$ cat src/rtl/core/rrde_pkg.sv
// ----------------------------------------------------------------------------
// rrde_pkg: shared definitions for the record ring descriptor engine
// Command and status codes, field widths and the command word passed from
// the front end to the back end.
// ----------------------------------------------------------------------------
package rrde_pkg;

    localparam int DEF_RING_BYTES  = 65536;
    localparam int DEF_MAX_RECORDS = 256;

    localparam int FUNC_W    = 2;
    localparam int LEN_W     = 17;
    localparam int NRI_W     = 8;
    localparam int STATUS_W  = 2;
    localparam int OFF_OUT_W = 16;
    localparam int MINF_W    = 9;
    localparam int FILL_W    = 16;

    localparam int QUEUE_DEPTH = 2;

    localparam logic [MINF_W-1:0] MIN_FILL_RESET = MINF_W'(2);
    localparam logic [MINF_W-1:0] MIN_FILL_LOW   = MINF_W'(2);
    localparam logic [FILL_W-1:0] FILL_MAX       = '1;

    typedef enum logic [FUNC_W-1:0] {
        FUNC_ENQ      = 2'd0,
        FUNC_DEQ      = 2'd1,
        FUNC_CLR_FILL = 2'd2,
        FUNC_SET_RD   = 2'd3
    } func_t;

    typedef enum logic [STATUS_W-1:0] {
        ST_DONE       = 2'd0,
        ST_LOW_FILL   = 2'd1,
        ST_BAD_INDEX  = 2'd2,
        ST_TABLE_FULL = 2'd3
    } status_t;

    typedef enum logic [1:0] {
        BE_IDLE  = 2'd0,
        BE_ENQ2  = 2'd1,
        BE_DEQ_A = 2'd2,
        BE_DEQ_B = 2'd3
    } back_state_t;

    typedef struct packed {
        func_t             func;
        logic [LEN_W-1:0]  length;
        logic [NRI_W-1:0]  new_read_index;
    } cmd_t;

    typedef struct packed {
        logic valid;
        cmd_t cmd;
    } cmd_head_t;

endpackage

$ cat src/rtl/core/rrde_front.sv
// ----------------------------------------------------------------------------
// rrde_front: command intake
// Accepts command words, decodes the function, clamps the record length to
// the ring size and holds the words in a short queue for the back end.
// ----------------------------------------------------------------------------
module rrde_front #(
    parameter int RING_BYTES = rrde_pkg::DEF_RING_BYTES
) (
    input  logic                         clk,
    input  logic                         rst_n,
    input  logic                         start,
    output logic                         busy,
    input  logic [rrde_pkg::FUNC_W-1:0]  func,
    input  logic [rrde_pkg::LEN_W-1:0]   length,
    input  logic [rrde_pkg::NRI_W-1:0]   new_read_index,
    input  logic                         pop,
    output rrde_pkg::cmd_head_t          head
);

    localparam int QPTR_W = $clog2(rrde_pkg::QUEUE_DEPTH);
    localparam int QCNT_W = $clog2(rrde_pkg::QUEUE_DEPTH + 1);

    rrde_pkg::cmd_t       q_mem_reg [rrde_pkg::QUEUE_DEPTH];
    logic [QPTR_W-1:0]    wr_ptr_reg, wr_ptr_next;
    logic [QPTR_W-1:0]    rd_ptr_reg, rd_ptr_next;
    logic [QCNT_W-1:0]    count_reg, count_next;
    rrde_pkg::cmd_t       new_cmd;
    logic                 push;
    logic                 do_pop;

    always_comb
    begin
        new_cmd.func           = rrde_pkg::func_t'(func);
        new_cmd.new_read_index = new_read_index;
        // Records longer than the ring occupy the whole ring.
        if (32'(length) > 32'(RING_BYTES))
        begin
            new_cmd.length = rrde_pkg::LEN_W'(RING_BYTES);
        end
        else
        begin
            new_cmd.length = length;
        end
    end

    assign busy   = (count_reg == QCNT_W'(rrde_pkg::QUEUE_DEPTH));
    assign push   = start && !busy;
    assign do_pop = pop && (count_reg != '0);

    assign head.valid = (count_reg != '0);
    assign head.cmd   = q_mem_reg[rd_ptr_reg];

    always_comb
    begin
        wr_ptr_next = wr_ptr_reg;
        rd_ptr_next = rd_ptr_reg;
        count_next  = count_reg;
        if (push)
        begin
            wr_ptr_next = wr_ptr_reg + QPTR_W'(1);
        end
        if (do_pop)
        begin
            rd_ptr_next = rd_ptr_reg + QPTR_W'(1);
        end
        if (push && !do_pop)
        begin
            count_next = count_reg + QCNT_W'(1);
        end
        else if (do_pop && !push)
        begin
            count_next = count_reg - QCNT_W'(1);
        end
    end

    always_ff @(posedge clk or negedge rst_n)
    begin
        if (!rst_n)
        begin
            wr_ptr_reg <= '0;
            rd_ptr_reg <= '0;
            count_reg  <= '0;
        end
        else
        begin
            wr_ptr_reg <= wr_ptr_next;
            rd_ptr_reg <= rd_ptr_next;
            count_reg  <= count_next;
        end
    end

    always_ff @(posedge clk)
    begin
        if (push)
        begin
            q_mem_reg[wr_ptr_reg] <= new_cmd;
        end
    end

endmodule

$ cat config.mk
export PLATFORM = sky130hd
export DESIGN_NAME = rrde_front
export DESIGN_NICKNAME = d
export VERILOG_FILES = /design/src/rtl/core/rrde_pkg.sv /design/src/rtl/core/rrde_front.sv
export SDC_FILE = /design/constraint.sdc
export NUM_CORES = 1
export LEC_CHECK = 0
export BUFFER_PORTS_ARGS = -buffer_cell sky130_fd_sc_hd__buf_2
export CORE_MARGIN = 2
export CORE_UTILIZATION = 30
export CTS_CLUSTER_SIZE = 12
export DETAILED_ROUTE_END_ITERATION = 6
export GPL_ROUTABILITY_DRIVEN = 0
export PLACE_DENSITY_LB_ADDON = 0.1
export SYNTH_ARGS = -nofsm -noshare
export SYNTH_HDL_FRONTEND = slang
export SYNTH_SLANG_ARGS = --single-unit
$ cat constraint.sdc
create_clock -name clk -period 3.3 [get_ports clk]
set_input_delay 0.495 -clock clk [delete_from_list [all_inputs] [get_ports clk]]
set_output_delay 0.495 -clock clk [all_outputs]
set_load 0.02 [all_outputs]
==> results.txt <==
The setup check on the worst reg-to-reg path leaves a slack of 1610 ps. Entering global routing, the biggest net connects 28 pins. The routed wire length is ~4500 µm. The min-delay analysis places its worst path in the category in -> reg. At the later pin of the worst-skew pair, clock insertion delay measures approximately 330 ps.

The count of port buffers added during placement is just under 60. The layout filler cell count is around 730. The total setup violations reported at the end of the flow came out at 0. The first-iteration detailed-routing DRC count is 58. The final-layout worst hold slack is between 300 and 400 ps. The placeable core region is approximately 0.0076 mm².

met2 is the most crowded layer. The detailed router placed about 1300 vias in this run. The number of nets in the final layout is 228.

The async set or reset register ratio after synthesis is 6.90%. Derived from the worst setup path, the maximum achievable clock frequency is 0.404 GHz. The vertical extent of the die came out at slightly above 90 µm.

The clock-pin slew on the worst setup and hold paths is 70 ps. The largest fanout of any net on the critical path came out at 15. Ranked by total cell area, the synthesized netlist is headed by sky130_fd_sc_hd__edfxtp_1 (69%), sky130_fd_sc_hd__mux2_2 (13%), sky130_fd_sc_hd__dfrtp_1 (4.3%). In the post-synthesis netlist, the cell with the most instances is sky130_fd_sc_hd__edfxtp_1.

The met2 global-route usage is between 10% and 20%. Of the cells placed in the final design, the portion with a size suffix greater than 1 is a little over half. The iteration count of the initial detailed-routing pass is 4.

The start of the worst register-to-register path is count_reg[0]. The overall power consumption came out at 2790 µW. No sink is reached through more buffers than the 2 on the longest clock path. The max-capacitance violation count is 0. For the worst setup path, the data arrival time is slightly below 2000 ps. Measured along the x axis, the die boundary spans about 92 µm. TritonCTS built the clock tree. The clock skew after layout came out at approximately 9.6 ps. STA classifies the critical path startpoint as a register. The cell count of the worst reg-to-reg path came out at 4. The worst IR drop on VDD came out at between 0.3 and 0.4 mV. The endpoint identified for the worst register-to-register timing path is q_mem_reg[0][3]. The routed wirelength normalized by instance count came out at roughly 15 µm. The critical path in this run is classified as reg -> out. The number of warnings issued by yosys came out at 0. The post-synthesis sequential element count is 58. The via count of the first global-routing pass came out at around 1400. The number of diodes is 0. The power density of the placed cells came out at slightly above 900 mW/mm².

At the pin with the least slew margin, the transition time is around 640 ps. Grouping stages by cell kind, the critical path spends the most delay in flip-flops. The HPWL after detailed placement is 3090 µm. Setup repair after global routing left no endpoint under its margin. The root buffer cell chosen for the clock tree is sky130_fd_sc_hd__clkbuf_8.

In this run, CTS created clock tree buffers numbering 9. The post-route cell area is between 0.003 and 0.004 mm². For this run, the slowest stage of the critical path takes around 750 ps.

The flip-flop count of the largest register, all copies and words added came out at 54. STA classifies the critical path endpoint as a primary output. The number of unique standard cell types used by synthesis came out at 19. In this run the worst setup path terminates at head[18]. The commonest cells after synthesis are sky130_fd_sc_hd__edfxtp_1 (54), sky130_fd_sc_hd__mux2_2 (27), sky130_fd_sc_hd__nor2b_1 (15). The number of antenna violations at the first check in global routing is 0.

The global routing usage on met3 is between 4 and 5%. The data required time at the worst endpoint came out at around 2800 ps. The synthesized area per cell is 18.6 µm². The final critical-path share of the clock period came out at roughly 75%. The number of hold-slack violations in the final timing report came out at 0. The max-slew violation count came out at 0. The critical path contains buffers and inverters numbering 2 combined. The first-pass GRT wire length is roughly 7100 µm. The H-tree depth reported by CTS is 3. In this run the worst setup path begins at rd_ptr_reg.

For this design, the slowest cell found on the critical path is sky130_fd_sc_hd__dfrtp_1. The cell count after synthesis came out at roughly 130. Clock tree synthesis found a total of between 50 and 60 sinks. The run finished with clean final reports. The area growth from synthesis to layout is 29.6%. Adding up every negative setup slack in the final design gives 0 ps. The top-area cell type share of the netlist area came out at between 60% and 70%. In this run the cell area of the synthesized design comes to ~0.0023 mm².

The number of nets with antenna violations after detailed routing is 0. The number of logic stages on the critical path including buffering is 3. Measured against its own limit, the worst slew margin works out to between 50% and 60%. The met1 usage came out at 12.7%. The dominant register cell in the synthesized netlist is sky130_fd_sc_hd__edfxtp_1. The signal on the critical path passes through buf_4 -> mux2_2 -> buf_2. Summing the sequential cell areas from Yosys gives between 70% and 80% of the chip area. The static leakage came out at about 0.0012 µW.

The count of flip-flops with a built-in enable after synthesis is 54. Dividing the detail-routed via count by the number of cells gives 4.32. The utilization after layout is 39.7%. The row count came out at 32. In this run the cell area measured after placement is approximately 0.0028 mm². The total nets after synthesis came out at about 160. The final period demand of the worst path is around 2500 ps. The number of top-level pins is 60. For this configuration, the core starts out at a cell density of a little under a third.

The total die area is 0.00853 mm². The synthesized design spends more area on one cell type than any other, namely sky130_fd_sc_hd__edfxtp_1. Global routing finished with a remaining overflow of 0.

In the routed design, unresolved DRC markers number 0. The global router's overall resource usage came out at a little under an eighth.
## layout by cell type, fill, tap and decap left out
cell type,Yosys,layout
sky130_fd_sc_hd__dfrtp_1,4,4
sky130_fd_sc_hd__and3_1,1,1
sky130_fd_sc_hd__or2_2,1,1
sky130_fd_sc_hd__bufinv_16,0,4
sky130_fd_sc_hd__nor2_1,2,1
sky130_fd_sc_hd__clkbuf_8,0,9
sky130_fd_sc_hd__edfxtp_1,54,54
sky130_fd_sc_hd__xnor2_1,3,3
sky130_fd_sc_hd__nand2_1,2,2
sky130_fd_sc_hd__mux2_2,27,27
sky130_fd_sc_hd__inv_1,3,3
sky130_fd_sc_hd__dlygate4sd3_1,0,1
sky130_fd_sc_hd__ha_1,1,1
sky130_fd_sc_hd__nor4_4,2,2
sky130_fd_sc_hd__nor4_2,2,2
sky130_fd_sc_hd__nand2b_1,1,1
sky130_fd_sc_hd__buf_2,3,59
sky130_fd_sc_hd__clkinv_1,0,3
sky130_fd_sc_hd__nor2b_2,1,1
sky130_fd_sc_hd__xor2_1,2,2
sky130_fd_sc_hd__buf_4,0,3
sky130_fd_sc_hd__a41oi_4,1,1
sky130_fd_sc_hd__nor2b_1,15,15
sky130_fd_sc_hd__nor2_2,0,1
## cell families (layout without fill, tap and decap cells)
| group | after synthesis | in the layout | synth area share, % |
|---|---|---|---|
| simple gates | 27 | 27 | 8.70 |
| xor+xnor | 5 | 5 | 1.87 |
| compound gates | 1 | 1 | 1.17 |
| buf+inv | 7 | 82 | 1.28 |
| fa+ha+maj | 1 | 1 | 0.534 |
| mux | 27 | 27 | 13.0 |
| flops | 58 | 58 | 73.5 |
## power by group
part           leakage [µW]  internal (µW)  switching, µW
registers          0.000555           1010           86.1
logic              0.000471            351            505
clock network      0.000126            570            266
total               0.00115           1940            857
## per-layer routing
layer	routed length [µm]	share of wire, %
met2	2280	50
met1	1900	42
met3	269	5.9
met4	104	2.3
met5	0	0
## stage by stage
| step | std cells | setup slack [ps] |
|---|---|---|
| final | 303 | 825 |
| after global routing | 303 | 708 |
| after CTS | 303 | 760 |
| after detailed placement | 286 | 1140 |
| after global placement | 286 | 1150 |
| after floorplan | 126 | 1120 |
## final cells by class
cell class | instances | area (µm²) | share of cell area (%)
Sequential cell | 58 | 1720 | 56.7
Multi-Input combinational cell | 61 | 594 | 19.6
Timing Repair Buffer | 63 | 328 | 10.8
Clock inverter | 7 | 131 | 4.32
Tap cell | 102 | 128 | 4.20
Clock buffer | 9 | 124 | 4.08
Inverter | 3 | 11.3 | 0.371
## how the worst min path moves through the flow
| stage | from | endpoint | slack, ps | depth (start not counted) |
|---|---|---|---|---|
| 2_1_floorplan | rst_n | count_reg[0] | 200 | 0 |
| 3_3_place_gp | rst_n | wr_ptr_reg | 310 | 1 |
| 3_5_place_dp | rst_n | wr_ptr_reg | 310 | 1 |
| 4_1_cts | func[0] | q_mem_reg[0][25] | 340 | 1 |
| 5_1_grt | new_read_index[7] | q_mem_reg[1][7] | 330 | 1 |
| 6_report | new_read_index[7] | q_mem_reg[1][7] | 360 | 1 |
## timing repair
action,CTS,global route
endpoints found under the hold margin,4,0
buffers inserted,0,0
hold buffers,1,0
resized for setup,0,0
Power figures use the tool's default switching activity.
